### src/rtl/nts_pkg.sv
// shared types and constants of the hevc unit type splitter
package nts_pkg;

   // default divert mask: unit types 30, 38 and 39 go to the side output
   localparam logic [63:0] MASK_RESET  = 64'h0000_00C0_4000_0000;
   // header byte bits that carry the unit type
   localparam logic [7:0]  TYPE_FIELD  = 8'h7e;
   localparam logic [7:0]  ZERO_BYTE   = 8'h00;
   localparam logic [7:0]  START_BYTE  = 8'h01;
   // default depth of the queue between front and back
   localparam int          QUEUE_DEPTH = 4;

   // one input request
   typedef struct packed {
      logic [7:0] in_byte;
      logic       in_last;
   } req_type;

   // one result item
   typedef struct packed {
      logic [7:0] out_byte;
      logic       out_to_side;
      logic       out_unit_start;
      logic [5:0] out_unit_type;
      logic       out_run_last;
      logic       out_frame_end;
      logic       out_side_seen;
   } rsp_type;

   // run of results caused by one request, in order:
   // held start code, zeros, the byte itself, start code flushed at frame end
   typedef struct packed {
      logic [2:0] a_len;      // 0, 3 or 4
      logic       side;       // route of the current unit
      logic [5:0] kind;       // type of the current unit
      logic [2:0] zeros;      // 0 to 4
      logic       has_byte;
      logic [7:0] data;
      logic [2:0] b_len;      // 0, 3 or 4, flushed as type 0 on main
      logic       last;
      logic       side_seen;
      logic [2:0] count;      // 1 to 5
   } desc_type;

endpackage

### src/rtl/nts_front.sv
// front part: start code detection, unit routing and run descriptor build
module nts_front import nts_pkg::*; (
   input  logic        clock,
   input  logic        reset,
   input  logic        req_push,
   input  req_type     req_data,
   input  logic        q_full,
   input  logic        csr_valid,
   input  logic [63:0] csr_data,
   output logic        q_push,
   output desc_type    q_data
);

   logic [63:0] mask_ff;
   logic [1:0]  zero_run_ff, zero_run_in;
   logic        await_ff, await_in;
   logic [2:0]  held_len_ff, held_len_in;
   logic        side_ff, side_in;
   logic [5:0]  kind_ff, kind_in;
   logic        div_ff, div_in;

   logic        accept;
   logic [7:0]  b;
   logic [7:0]  type_bits;
   logic [2:0]  z_mid;
   logic        has_byte;
   logic [2:0]  a_len;
   logic [2:0]  b_len;
   logic [2:0]  zeros;
   logic [2:0]  count;

   assign accept    = req_push && !q_full;
   assign b         = req_data.in_byte;
   assign type_bits = (b & TYPE_FIELD) >> 1;

   // state update and descriptor fields
   always_comb begin
      zero_run_in = zero_run_ff;
      await_in    = 1'b0;
      held_len_in = 3'd0;
      side_in     = side_ff;
      kind_in     = kind_ff;
      div_in      = div_ff;
      a_len       = 3'd0;
      z_mid       = 3'd0;
      has_byte    = 1'b0;
      b_len       = 3'd0;
      zeros       = 3'd0;

      // header byte of a held start code decides the route of the new unit
      if (await_ff) begin
         kind_in = type_bits[5:0];
         side_in = mask_ff[type_bits[5:0]];
         div_in  = div_ff | mask_ff[type_bits[5:0]];
         a_len   = held_len_ff;
      end

      if (b == ZERO_BYTE) begin
         if (zero_run_ff == 2'd3) begin
            z_mid = 3'd1;
         end else begin
            zero_run_in = zero_run_ff + 2'd1;
         end
      end else if (b == START_BYTE && zero_run_ff >= 2'd2) begin
         held_len_in = {1'b0, zero_run_ff} + 3'd1;
         zero_run_in = 2'd0;
         await_in    = 1'b1;
      end else begin
         z_mid       = {1'b0, zero_run_ff};
         zero_run_in = 2'd0;
         has_byte    = 1'b1;
      end

      zeros = z_mid;
      if (req_data.in_last) begin
         zeros = z_mid + {1'b0, zero_run_in};
         if (await_in) begin
            b_len = held_len_in;
         end
      end
      count = a_len + zeros + {2'd0, has_byte} + b_len;
   end

   // descriptor towards the queue
   always_comb begin
      q_data.a_len     = a_len;
      q_data.side      = side_in;
      q_data.kind      = kind_in;
      q_data.zeros     = zeros;
      q_data.has_byte  = has_byte;
      q_data.data      = b;
      q_data.b_len     = b_len;
      q_data.last      = req_data.in_last;
      q_data.side_seen = div_in;
      q_data.count     = count;
   end

   assign q_push = accept && (count != 3'd0);

   // divert mask register
   always_ff @(posedge clock) begin
      if (reset) begin
         mask_ff <= MASK_RESET;
      end else if (csr_valid) begin
         mask_ff <= csr_data;
      end
   end

   // per-frame parser state
   always_ff @(posedge clock) begin
      if (reset) begin
         zero_run_ff <= 2'd0;
         await_ff    <= 1'b0;
         held_len_ff <= 3'd0;
         side_ff     <= 1'b0;
         kind_ff     <= 6'd0;
         div_ff      <= 1'b0;
      end else if (accept) begin
         if (req_data.in_last) begin
            zero_run_ff <= 2'd0;
            await_ff    <= 1'b0;
            held_len_ff <= 3'd0;
            side_ff     <= 1'b0;
            kind_ff     <= 6'd0;
            div_ff      <= 1'b0;
         end else begin
            zero_run_ff <= zero_run_in;
            await_ff    <= await_in;
            held_len_ff <= held_len_in;
            side_ff     <= side_in;
            kind_ff     <= kind_in;
            div_ff      <= div_in;
         end
      end
   end

endmodule

### src/rtl/nts_queue.sv
// short descriptor queue between front and back
module nts_queue import nts_pkg::*; #(
   parameter int DEPTH = QUEUE_DEPTH
) (
   input  logic     clock,
   input  logic     reset,
   input  logic     push,
   input  desc_type push_data,
   input  logic     pop,
   output desc_type head,
   output logic     full,
   output logic     empty
);

   localparam int PW = (DEPTH > 1) ? $clog2(DEPTH) : 1;
   localparam int CW = $clog2(DEPTH + 1);

   desc_type        mem [DEPTH];
   logic [PW-1:0]   wr_ptr_ff, wr_ptr_in;
   logic [PW-1:0]   rd_ptr_ff, rd_ptr_in;
   logic [CW-1:0]   count_ff, count_in;
   logic            do_push, do_pop;

   assign full    = (count_ff == CW'(DEPTH));
   assign empty   = (count_ff == '0);
   assign do_push = push && !full;
   assign do_pop  = pop && !empty;
   assign head    = mem[rd_ptr_ff];

   // pointer and fill count update
   always_comb begin
      wr_ptr_in = wr_ptr_ff;
      rd_ptr_in = rd_ptr_ff;
      count_in  = count_ff;
      if (do_push) begin
         wr_ptr_in = (wr_ptr_ff == PW'(DEPTH - 1)) ? '0 : wr_ptr_ff + 1'b1;
      end
      if (do_pop) begin
         rd_ptr_in = (rd_ptr_ff == PW'(DEPTH - 1)) ? '0 : rd_ptr_ff + 1'b1;
      end
      if (do_push && !do_pop) begin
         count_in = count_ff + 1'b1;
      end else if (do_pop && !do_push) begin
         count_in = count_ff - 1'b1;
      end
   end

   always_ff @(posedge clock) begin
      if (reset) begin
         wr_ptr_ff <= '0;
         rd_ptr_ff <= '0;
         count_ff  <= '0;
      end else begin
         wr_ptr_ff <= wr_ptr_in;
         rd_ptr_ff <= rd_ptr_in;
         count_ff  <= count_in;
      end
   end

   // storage
   always_ff @(posedge clock) begin
      if (do_push) begin
         mem[wr_ptr_ff] <= push_data;
      end
   end

endmodule

### src/rtl/nts_back.sv
// back part: expands run descriptors into result bytes, one per cycle while the output slot is free or popped
module nts_back import nts_pkg::*; (
   input  logic     clock,
   input  logic     reset,
   input  desc_type head,
   input  logic     q_empty,
   output logic     q_pop,
   output logic     rsp_empty,
   input  logic     rsp_pop,
   output rsp_type  rsp_data
);

   logic       out_valid_ff, out_valid_in;
   rsp_type    out_ff;
   logic [2:0] k_ff, k_in;
   logic       load;
   rsp_type    res;
   logic [3:0] kk, la, zz, hb, lb, j, n;

   assign load = !q_empty && (!out_valid_ff || rsp_pop);

   // result at position k of the current descriptor
   always_comb begin
      kk = {1'b0, k_ff};
      la = {1'b0, head.a_len};
      zz = {1'b0, head.zeros};
      hb = {3'd0, head.has_byte};
      lb = {1'b0, head.b_len};
      n  = {1'b0, head.count};
      j  = kk - la - zz - hb;

      res.out_byte       = ZERO_BYTE;
      res.out_to_side    = head.side;
      res.out_unit_start = 1'b0;
      res.out_unit_type  = head.kind;
      if (kk < la) begin
         // held start code of the new unit
         res.out_byte       = (kk == la - 4'd1) ? START_BYTE : ZERO_BYTE;
         res.out_unit_start = (kk == 4'd0);
      end else if (kk < la + zz) begin
         res.out_byte = ZERO_BYTE;
      end else if (head.has_byte && kk == la + zz) begin
         res.out_byte = head.data;
      end else begin
         // start code left without header at frame end
         res.out_byte       = (j == lb - 4'd1) ? START_BYTE : ZERO_BYTE;
         res.out_unit_start = (j == 4'd0);
         res.out_to_side    = 1'b0;
         res.out_unit_type  = 6'd0;
      end
      res.out_run_last  = (kk == n - 4'd1);
      res.out_frame_end = head.last && res.out_run_last;
      res.out_side_seen = res.out_frame_end && head.side_seen;
   end

   // output slot and position control
   always_comb begin
      out_valid_in = out_valid_ff;
      k_in         = k_ff;
      q_pop        = 1'b0;
      if (load) begin
         out_valid_in = 1'b1;
         if (res.out_run_last) begin
            k_in  = 3'd0;
            q_pop = 1'b1;
         end else begin
            k_in = k_ff + 3'd1;
         end
      end else if (rsp_pop) begin
         out_valid_in = 1'b0;
      end
   end

   always_ff @(posedge clock) begin
      if (reset) begin
         out_valid_ff <= 1'b0;
         k_ff         <= 3'd0;
      end else begin
         out_valid_ff <= out_valid_in;
         k_ff         <= k_in;
      end
   end

   // result payload register
   always_ff @(posedge clock) begin
      if (load) begin
         out_ff <= res;
      end
   end

   assign rsp_empty = !out_valid_ff;
   assign rsp_data  = out_ff;

endmodule

### src/rtl/hevc_nal_type_splitter_top.sv
// top level of the hevc annex b unit type splitter
//
//   channel   ports                                direction
//   request   req_push, req_full, req_data         in
//   result    rsp_empty, rsp_pop, rsp_data         out
//   csr       csr_valid, csr_ready, csr_data       in (divert mask)
//
// one request is taken per cycle while the descriptor queue has room; a
// request makes 0 to 5 result bytes, which leave one per cycle from the
// output register while the result side pops. the first result of a request
// passes the descriptor queue and then the output register on its way to the
// result ports. synchronous reset clears parser state, queue and output slot;
// the mask returns to types 30, 38 and 39. either side may stall on its own.
module hevc_nal_type_splitter_top import nts_pkg::*; #(
   parameter int DEPTH = QUEUE_DEPTH
) (
   input  logic        clock,
   input  logic        reset,
   input  logic        req_push,
   output logic        req_full,
   input  req_type     req_data,
   output logic        rsp_empty,
   input  logic        rsp_pop,
   output rsp_type     rsp_data,
   input  logic        csr_valid,
   output logic        csr_ready,
   input  logic [63:0] csr_data
);

   logic     q_push, q_pop, q_full, q_empty;
   desc_type q_in, q_head;

   assign csr_ready = 1'b1;
   assign req_full  = q_full;

   // request parsing
   nts_front u_front (
      .clock     (clock),
      .reset     (reset),
      .req_push  (req_push),
      .req_data  (req_data),
      .q_full    (q_full),
      .csr_valid (csr_valid),
      .csr_data  (csr_data),
      .q_push    (q_push),
      .q_data    (q_in)
   );

   // decoupling queue
   nts_queue #(
      .DEPTH (DEPTH)
   ) u_queue (
      .clock     (clock),
      .reset     (reset),
      .push      (q_push),
      .push_data (q_in),
      .pop       (q_pop),
      .head      (q_head),
      .full      (q_full),
      .empty     (q_empty)
   );

   // result expansion
   nts_back u_back (
      .clock     (clock),
      .reset     (reset),
      .head      (q_head),
      .q_empty   (q_empty),
      .q_pop     (q_pop),
      .rsp_empty (rsp_empty),
      .rsp_pop   (rsp_pop),
      .rsp_data  (rsp_data)
   );

endmodule

### config.mk
export PLATFORM = sky130hd
export DESIGN_NAME = hevc_nal_type_splitter_top
export DESIGN_NICKNAME = d
export VERILOG_FILES = /design/src/rtl/nts_pkg.sv /design/src/rtl/nts_front.sv /design/src/rtl/nts_queue.sv /design/src/rtl/nts_back.sv /design/src/rtl/hevc_nal_type_splitter_top.sv
export SDC_FILE = /design/constraint.sdc
export NUM_CORES = 1
export LEC_CHECK = 0
export BUFFER_PORTS_ARGS = -buffer_cell sky130_fd_sc_hd__buf_2
export CAP_MARGIN = 20
export CORE_MARGIN = 2
export CORE_UTILIZATION = 35
export DETAILED_ROUTE_END_ITERATION = 10
export GPL_TIMING_DRIVEN = 0
export PLACE_DENSITY = 0.5
export REMOVE_ABC_BUFFERS = 1
export SETUP_SLACK_MARGIN = 0.05
export SLEW_MARGIN = 20
export SYNTH_ARGS = -nofsm -noshare
export SYNTH_HDL_FRONTEND = slang
export SYNTH_SLANG_ARGS = --single-unit
### constraint.sdc
create_clock -name clock -period 16.1 [get_ports clock]
set_input_delay 0.805 -clock clock [delete_from_list [all_inputs] [get_ports clock]]
set_output_delay 0.805 -clock clock [all_outputs]
set_load 0.01 [all_outputs]
# Word-level counts from Yosys, hierarchy flattened
# Memory sizes are Yosys's and may differ from the RTL's. A register that Yosys moved wholly into a read port is not among the register bits.
# Index checks and enable logic that the tools add are counted.
word_totals:
  regBits: 108
  mem_bits_rw: 120
  input_bits: 78
  output_inout_bits: 22
  wordCells: 125
  mem_count: 1
memory_table:
  columns: ["memory", "words", "width", "rd", "rd_clocked_by_memory_dff", "write_ports", "line_no", "source"]
  rows:
  - ["u_queue.mem", 4, 30, 1, 1, 1, "nts_queue.sv:18", "desc_type mem [DEPTH];"]
classes:
  add_sub_neg: 18
  magnitude_cmp: 4
  eq_ne: 9
  n_mux: 49
  n_bitwise: 1
  n_reduce_logical: 24
ops:
  columns: ["operator", "n"]
  rows:
  - ["$mux 8", 5]
  - ["$mux 3", 11]
  - ["$mux 1", 21]
  - ["$mux 6", 3]
  - ["$mux 2", 8]
  - ["$eq 3x4->1", 3]
  - ["$sub 3x1->4 const B", 3]
  - ["$logic_and 1x1->1", 11]
  - ["$eq 8x1->1 const B", 1]
  - ["$logic_not 8->1", 1]
  - ["$lt 6x7->1 const B", 1]
  - ["$add 2x1->2 const B", 3]
  - ["$add 3x1->3 const B", 2]
  - ["$add 3x3->3", 2]
  - ["$bmux 1 s6", 1]
  - ["$eq 2x2->1 const B", 3]
  - ["$logic_not 3->1", 2]
  - ["$logic_not 1->1", 5]
  - ["$add 3x3->4", 1]
  - ["$eq 4x4->1", 1]
  - ["$logic_not 4->1", 1]
  - ["$lt 3x4->1", 1]
  - ["$reduce_bool 2->1", 2]
  - ["$sub 3x3->4", 1]
  - ["12 further kinds", 12]

# Longest topological paths before layout
# Gate-level depths: netlist of run 1.
logic_depth:
  depth_word: 16
  ltp_mapped: 24
  mapped_depth_nobuf: 24

# Cells and area by module
# From an unflattened synthesis of run 1, not the netlist that was laid out.
hier_totals:
  hier_cells: 725
  area_unflattened_um2: 10262.3
modules_own_cells:
  columns: ["module", "instances", "cells_per_inst", "area_per_inst_um2", "seq_area_each_um2"]
  rows:
  - ["nts_queue", 1, 206, 4808.4, 3783.6]
  - ["nts_front", 1, 375, 3842.4, 1561.5]
  - ["nts_back", 1, 142, 1600.3, 650.6]
  - ["hevc_nal_type_splitter_top", 1, 2, 11.3, 0.0]

# Worst setup path before layout of run 1
# Ideal clock, no wire load.
synth_timing:
  path_kind: "input -> register"
  startpoint: "input req_data[2] (netlist bit)"
  endpoint: "register u_queue.count_ff[2]"
  setup_ns: 0.070
  arrival_time_ns: 6.085
  required_ns: 16.030
  slack_ns: 9.945
  cell_stages: 24
  path_buffers: 1
  path_cell_list: "buf_2 -> or3_1 -> or2_2 -> nor2_1 -> nor2_1 -> a22o_1 -> ha_1 -> fa_1 -> nand2_1 -> o21ai_0 -> inv_1 -> fa_1 -> inv_1 -> fa_1 -> xnor2_1 -> xnor2_1 -> xor2_1 -> o31a_4 -> ha_1 -> inv_1 -> fa_1 -> xor2_1 -> or3_1 -> a21oi_1"
synth_lines:
  columns: ["element", "line_no", "source"]
  rows:
  - ["from (decl)", "hevc_nal_type_splitter_top.sv:21", "input req_type req_data,"]
  - ["to (signal assigned)", "nts_queue.sv:56", "count_ff <= count_in;"]
  - ["to (decl)", "nts_queue.sv:21", "logic [CW-1:0] count_ff, count_in;"]

==> impl_metrics.ini, run 1 <==
[sta]
report.final.slew_viol_count = 0
fin_setup_tns_ns = 0
period_needed_ns = 6.477
finalHoldViolations = 0
final.period_utilization = 0.4023
max_freq_ghz = 0.1544
worst-slew-pin-transition_ns = 1.037
rsz0062_at_grt = false
report.final.setup_viol = 0
max-slew-margin-rel = 0.3077
finalClockSkew_ns = 0.01044

[clock_network]
ctsRootBufferMaster = sky130_fd_sc_hd__clkbuf_16
numCtsBuffers = 25
cts.htree.levels = 1
cts_resized = 0
worst_skew_pair_later_pin_latency_ns = 0.53
clock-sinks = 230
ctsHoldBuffers = 0
postCtsSetupBuffers = 0
clock_tree_from_tritoncts = yes
clockBufferDepth = 3
path_clk_slew_ns = 0.06

[synthesis]
post_synth.cell_area_avg_um2 = 14.06
netlist.top_cell.by_area = sky130_fd_sc_hd__edfxtp_1
yosys_register_bits = 230
yosys_top_cell_area_share = 0.4124
ys_top_cells_by_area = sky130_fd_sc_hd__edfxtp_1, sky130_fd_sc_hd__dfxtp_1, sky130_fd_sc_hd__mux4_2
syn_std_cell_area_um2 = 10120
synth_enable_flop_cells = 139
synth_ff_type = sky130_fd_sc_hd__edfxtp_1
seq_area_frac_synth = 0.5923
synth_cells = 720
synth.distinct_cells = 56
postSynth.asyncResetShare = 0
synth_warnings = 0

[power_and_ir_drop]
power.density_nw_per_um2 = 151.0
power_frac_clock = 0.324
power.share.sequential = 0.420
ir_drop_mv = 0.07055
power_switching_share = 0.2874
switchingPower_uw = 521.0
internal-power_uw = 1292
p_comb_frac = 0.256
total_power_uw = 1813
power.static_leakage_uw = 0.004671

[critical_path]
arrival_ns = 6.93
max_stage_delay_ns = 0.50
timing.critical_path.required_ns = 16.55
timing.setup.critical_path_class = input port to register
crit_chain = buf_2, or3_1, or2_2, nor2_1, nor2_1, a22o_1, ha_1, fa_1, nand2_1, o21ai_0, inv_1, fa_1, inv_1, fa_1, xnor2_1, xnor2_1, xor2_1, o31a_4, ha_1, inv_1, fa_1, xor2_1, or3_1, a21oi_1
timing.critical_path.mode_cell = sky130_fd_sc_hd__fa_1
worstPathMaxFanout = 20
crit_family = adder cells
cp-start-kind = input port
critical_path.n_buffers_inverters = 4
critPathCaptureType = register
cpMaxStageDelayCell = sky130_fd_sc_hd__or3_1

[routing]
first_iter_violations = 239
drt_pre_antenna_iters = 6
drt-wirelength-per-cell_um = 17.44
final_antenna_net_count = 0
avgViaCountPerCell = 4.849
finalWirelength_mm = 21.28
route.vias.total = 5916
post-route-drc-count = 0

[die]
die_y_um = 174.1
placementRows = 62
die_extent_in_x_um = 174.1
floorplan.die_area_um2 = 30300
fp.coreArea_um2 = 28630
ioPinCount = 100
initial_core_util = 0.3536

[finish]
layout-drive-gt1-share = 0.2539
area_delta_synth_final_pct = 18.63
num-nets-final = 934
fin_area_um2 = 12010

[global_routing]
grt_overflow_total = 0
grt_antenna_before_repair = 1
grt_start_max_net_pins = 75
grt_pass1_vias = 6477
gr_util_all_layers = 0.1426
grt_pass1_wl_mm = 34.19

[worst_hold_path]
path_class_of_the_lowest_slack_min_delay_path = register to register

[placed_design]
hpwlAfterDp_mm = 14.75
place.gp.congestion = 0.7924
io_buffer_count = 98
placed_area_um2 = 11150

[outcome]
status = finished clean

[flow_run]
cap_violations = 0
power groups by stage:
stage               registers [uW]  clock network (uW)  logic, uW
floorplan                      776                   0        316
global placement               774                   0        448
detailed placement             777                   0        472
CTS                            764                 607        475
global route                   775                 626        519
finish                         761                 588        464
final cells by class:
class	count	area, um^2
multi-input cells	413	3826
flip-flops and latches	230	6001
fillers	2610	16620
inverters	41	153.9
diodes	1	2.502
repair buffers	105	688.2
clock inverters	14	162.7
clock buffers	32	693.2
well taps	384	480.5
final timing paths:
path	end	from	cells after the start	slack [ns]
worst max-delay path	u_queue.count_ff[2]	req_data[2]	24	9.62
worst min-delay path	u_front.div_ff	u_front.div_ff	1	0.46
worst max register to register	u_queue.count_ff[2]	u_front.zero_run_ff[0]	24	10.20
worst min register to register	u_front.div_ff	u_front.div_ff	1	0.46
metal layers:
metal  GRT usage  part of all wire
met1      0.1774              0.43
met2      0.2503              0.49
met3     0.03303             0.054
met4     0.03641             0.017
met5           0           0.00061
flip-flops by register name (all words and copies together) (netlist names), named ones only:
signal and flops:
u_back.rsp_data 19, u_queue.mem 120, u_front.held_len_ff 3, u_back.k_ff 3, u_back.out_valid_ff 1, u_front.kind_ff 6
u_front.div_ff 1, u_front.zero_run_ff 2, u_queue.wr_ptr_ff 2, u_front.side_ff 1, u_queue.count_ff 3, u_front.await_ff 1
u_queue.rd_ptr_ff 2, u_front.mask_ff 64
per-stage QoR:
step                      std cells    util  worst slack [ns]  hold slack, ns
after floorplan                 684       -             9.971          0.4317
after global placement         1166  0.3822             8.632          0.4415
after detailed placement       1173  0.3895             9.089          0.4460
after CTS                      1219  0.4194             9.561          0.4603
after global routing           1219  0.4194             9.179          0.4817
final                          1220  0.4195             9.623          0.4595
cells in the mapped netlist, drive strengths merged (3+ instances only):
cell,number
edfxtp,139
dfxtp,91
nor2,91
mux2i,70
mux4,46
inv,40
ha,29
buf,21
nor2b,21
clkbuf,15
and2,14
xnor2,13
a21oi,11
fa,11
nand2,11
mux2,9
o21ai,9
nand2b,8
xor2,7
a31oi,6
nor3,6
nor4,6
a211o,4
a21o,4
or3,4
a22oi,3
nand3,3
nor3b,3
o22ai,3
cell usage in the layout, fill, tap and decap left out, drive strengths merged, types with 2 or more instances in the layout:
master    netlist  routed
nor3b           3       3
mux4           46      46
edfxtp        139     139
o22ai           3       3
clkinv          1       8
mux2i          70      70
nor2b          21      21
ha             29      29
a21oi          11      11
a22oi           3       3
clkbuf         15      32
fa             11      11
xor2            7       7
a21o            4       4
a31oi           6       6
bufinv          0       3
a211o           4       4
nand2          11      11
dfxtp          91      91
nand3           3       3
mux2            9       9
o21ai           9       9
nor4            6       6
clkinvlp        0       2
nor3            6       6
nor2           91      91
inv            40      42
and2           14      14
buf            21     105
nand2b          8       8
xnor2          13      13
or3             4       4
cells by family after synthesis:
logic type / after synthesis / share of synthesized area
XOR/XNOR: 20 / 0.01731
AO/OA/AOI/OAI: 49 / 0.03300
buffers and inverters: 77 / 0.03016
other: 1 / 0.0003705
flip-flops: 230 / 0.5923
multiplexers: 125 / 0.1820
AND/OR/NAND/NOR: 178 / 0.08727
adder cells (fa/ha/maj): 40 / 0.05760
Note: power is estimated with default switching activity, not from simulation.
==> inputs of run 2 (changes only) <==
--- a/config.mk
+++ b/config.mk
@@ -11,7 +11,7 @@
 export CORE_UTILIZATION = 35
 export DETAILED_ROUTE_END_ITERATION = 10
 export GPL_TIMING_DRIVEN = 0
-export PLACE_DENSITY = 0.5
+export PLACE_DENSITY = 0.52
 export REMOVE_ABC_BUFFERS = 1
 export SETUP_SLACK_MARGIN = 0.05
 export SLEW_MARGIN = 20
==> constraint.sdc (replaced) <==
create_clock -name clock -period 5.75 [get_ports clock]
set_input_delay 0.2875 -clock clock [delete_from_list [all_inputs] [get_ports clock]]
set_output_delay 0.2875 -clock clock [all_outputs]
set_load 0.01 [all_outputs]
==> impl_metrics.ini, run 2 (synthesis results as in run 1) <==
[critical_path]
timing.setup.critical_path_class = input port to register
regToRegStartpoint = u_front.zero_run_ff[0]
timing.critical_path.mode_cell = sky130_fd_sc_hd__fa_1
cp-start-kind = input port
cpMaxStageDelayCell = sky130_fd_sc_hd__or4_4
worst_r2r_endpoint = u_queue.count_ff[2]
worstPathMaxFanout = 12
path_depth = 24
crit_family = adder cells
reg2reg_depth = 24
regToRegSetupSlack_ns = 0.47
critical_path.n_buffers_inverters = 4
cp-startpoint = req_data[6]
max_stage_delay_ns = 0.53
timing.critical_path.required_ns = 6.20
arrival_ns = 5.85
critPathCaptureType = register
crit_chain = buf_2, or4_4, or2_2, nor2_4, nor2_2, a22o_1, ha_1, fa_1, nand2_1, o21ai_2, inv_1, fa_1, inv_1, fa_1, xnor2_1, xnor2_1, xor2_2, o31a_4, ha_1, inv_1, fa_1, xor2_1, or3_1, a21oi_1
cp-endpoint = u_queue.count_ff[2]

[die]
die_y_um = 174.1
ioPinCount = 100
die_extent_in_x_um = 174.1
placementRows = 62
fp.coreArea_um2 = 28630
floorplan.die_area_um2 = 30300
initial_core_util = 0.3536

[routing]
finalWirelength_mm = 21.21
drt_pre_antenna_iters = 4
avgViaCountPerCell = 4.679
drt-wirelength-per-cell_um = 16.50
route.vias.total = 6012
first_iter_violations = 326
post-route-drc-count = 0
final_antenna_net_count = 0

[sta]
worst-slew-pin-transition_ns = 1.002
period_needed_ns = 5.400
max_freq_ghz = 0.1852
report.final.slew_viol_count = 0
report.final.setup_viol = 0
finalClockSkew_ns = 0.01329
finalHoldViolations = 0
max-slew-margin-rel = 0.3303
final.period_utilization = 0.9391
rsz0062_at_grt = false
final_layout_worst_hold_slack_ns = 0.02589
fin_setup_tns_ns = 0
finalWorstSetupSlack_ns = 0.3502

[placed_design]
placed_area_um2 = 11140
hpwlAfterDp_mm = 13.76
pre_cts_ws_ns = -0.7348
place.gp.congestion = 0.7464
io_buffer_count = 98

[global_routing]
gr-usage-met2 = 0.2394
use_met3 = 0.02559
busiest_grt_layer = met2
grt_pass1_vias = 6343
gr_util_all_layers = 0.1420
use_met1 = 0.1929
grt_pass1_wl_mm = 34.40
grt_antenna_before_repair = 0
grt_overflow_total = 0
grt_start_max_net_pins = 65

[finish]
fin_area_um2 = 12680
mostFrequentLayoutCell = sky130_fd_sc_hd__edfxtp_1
layout-drive-gt1-share = 0.2464
final_cell_mix = sky130_fd_sc_hd__edfxtp_1, sky130_fd_sc_hd__buf_2, sky130_fd_sc_hd__dfxtp_1, sky130_fd_sc_hd__nor2_1, sky130_fd_sc_hd__mux2i_1
area_delta_synth_final_pct = 25.32
max_flop_register = u_queue.mem
largest_register_ff_count = 120
num-nets-final = 998
diodes = 0

[clock_network]
ctsRootBufferMaster = sky130_fd_sc_hd__clkbuf_16
clockBufferDepth = 3
clock_tree_from_tritoncts = yes
path_clk_slew_ns = 0.06
numCtsBuffers = 27
worst_skew_pair_later_pin_latency_ns = 0.53
clock-sinks = 230
cts.htree.levels = 1

[worst_hold_path]
path_class_of_the_lowest_slack_min_delay_path = input port to register

[power_and_ir_drop]
power.static_leakage_uw = 0.004960
total_power_uw = 5138
ir_drop_mv = 0.2303
power.density_nw_per_um2 = 405.0

[flow_run]
cap_violations = 0

[outcome]
status = finished clean
[run 2: changes by cell type in the layout (fill, tap and decap cells not counted), sizes merged]
cell	before	now
diode	1	0
clkbuf	32	39
clkinvlp	2	1
bufinv	3	2
dlygate4sd3	0	61
[run 2: timing repair]
item,in CTS,in global routing
hold endpoints to repair,61,0
setup endpoints to repair,1,2
setup buffers,0,1
gates resized for setup,5,7
hold buffers,61,0
[run 2: area by class of cell]
class / instances / area, um^2
sequential: 230 / 6001
fill: 2579 / 15940
multi-input combinational: 413 / 3854
tap: 384 / 480.5
timing repair buffer: 167 / 1306
clock buffer: 38 / 767.0
inverter: 41 / 153.9
clock inverter: 12 / 122.6
[run 2: report_power, final]
part	total [uW]	switching (uW)	internal [uW]
logic	1320	673	651
registers	2130	130	2000
clock network	1690	665	1020
total	5140	1470	3670
[run 2: routing by layer]
metal  part of all wire  vias up
met5                  0        -
met4              0.018        0
met3              0.042       29
met2               0.48      122
met1               0.46     2905
li1                   -     2956
[run 2: worst min path at each step]
stage / start / to / slack (ns) / cells past startpoint
detailed placement: u_front.div_ff / u_front.div_ff / 0.44 / 1
global route: csr_data[14] / u_front.mask_ff[14] / 0.02 / 3
floorplan: reset / u_back.out_valid_ff / 0.36 / 1
CTS: csr_data[18] / u_front.mask_ff[18] / 0.00002 / 3
global placement: u_front.div_ff / u_front.div_ff / 0.44 / 1
finish: req_data[8] / u_queue.mem[3][15] / 0.03 / 1
[run 2: metrics by stage]
step,instances,util
after floorplan,684,-
after global placement,1166,0.3822
after detailed placement,1173,0.3892
after CTS,1284,0.4422
after global routing,1285,0.4431
final,1285,0.4431
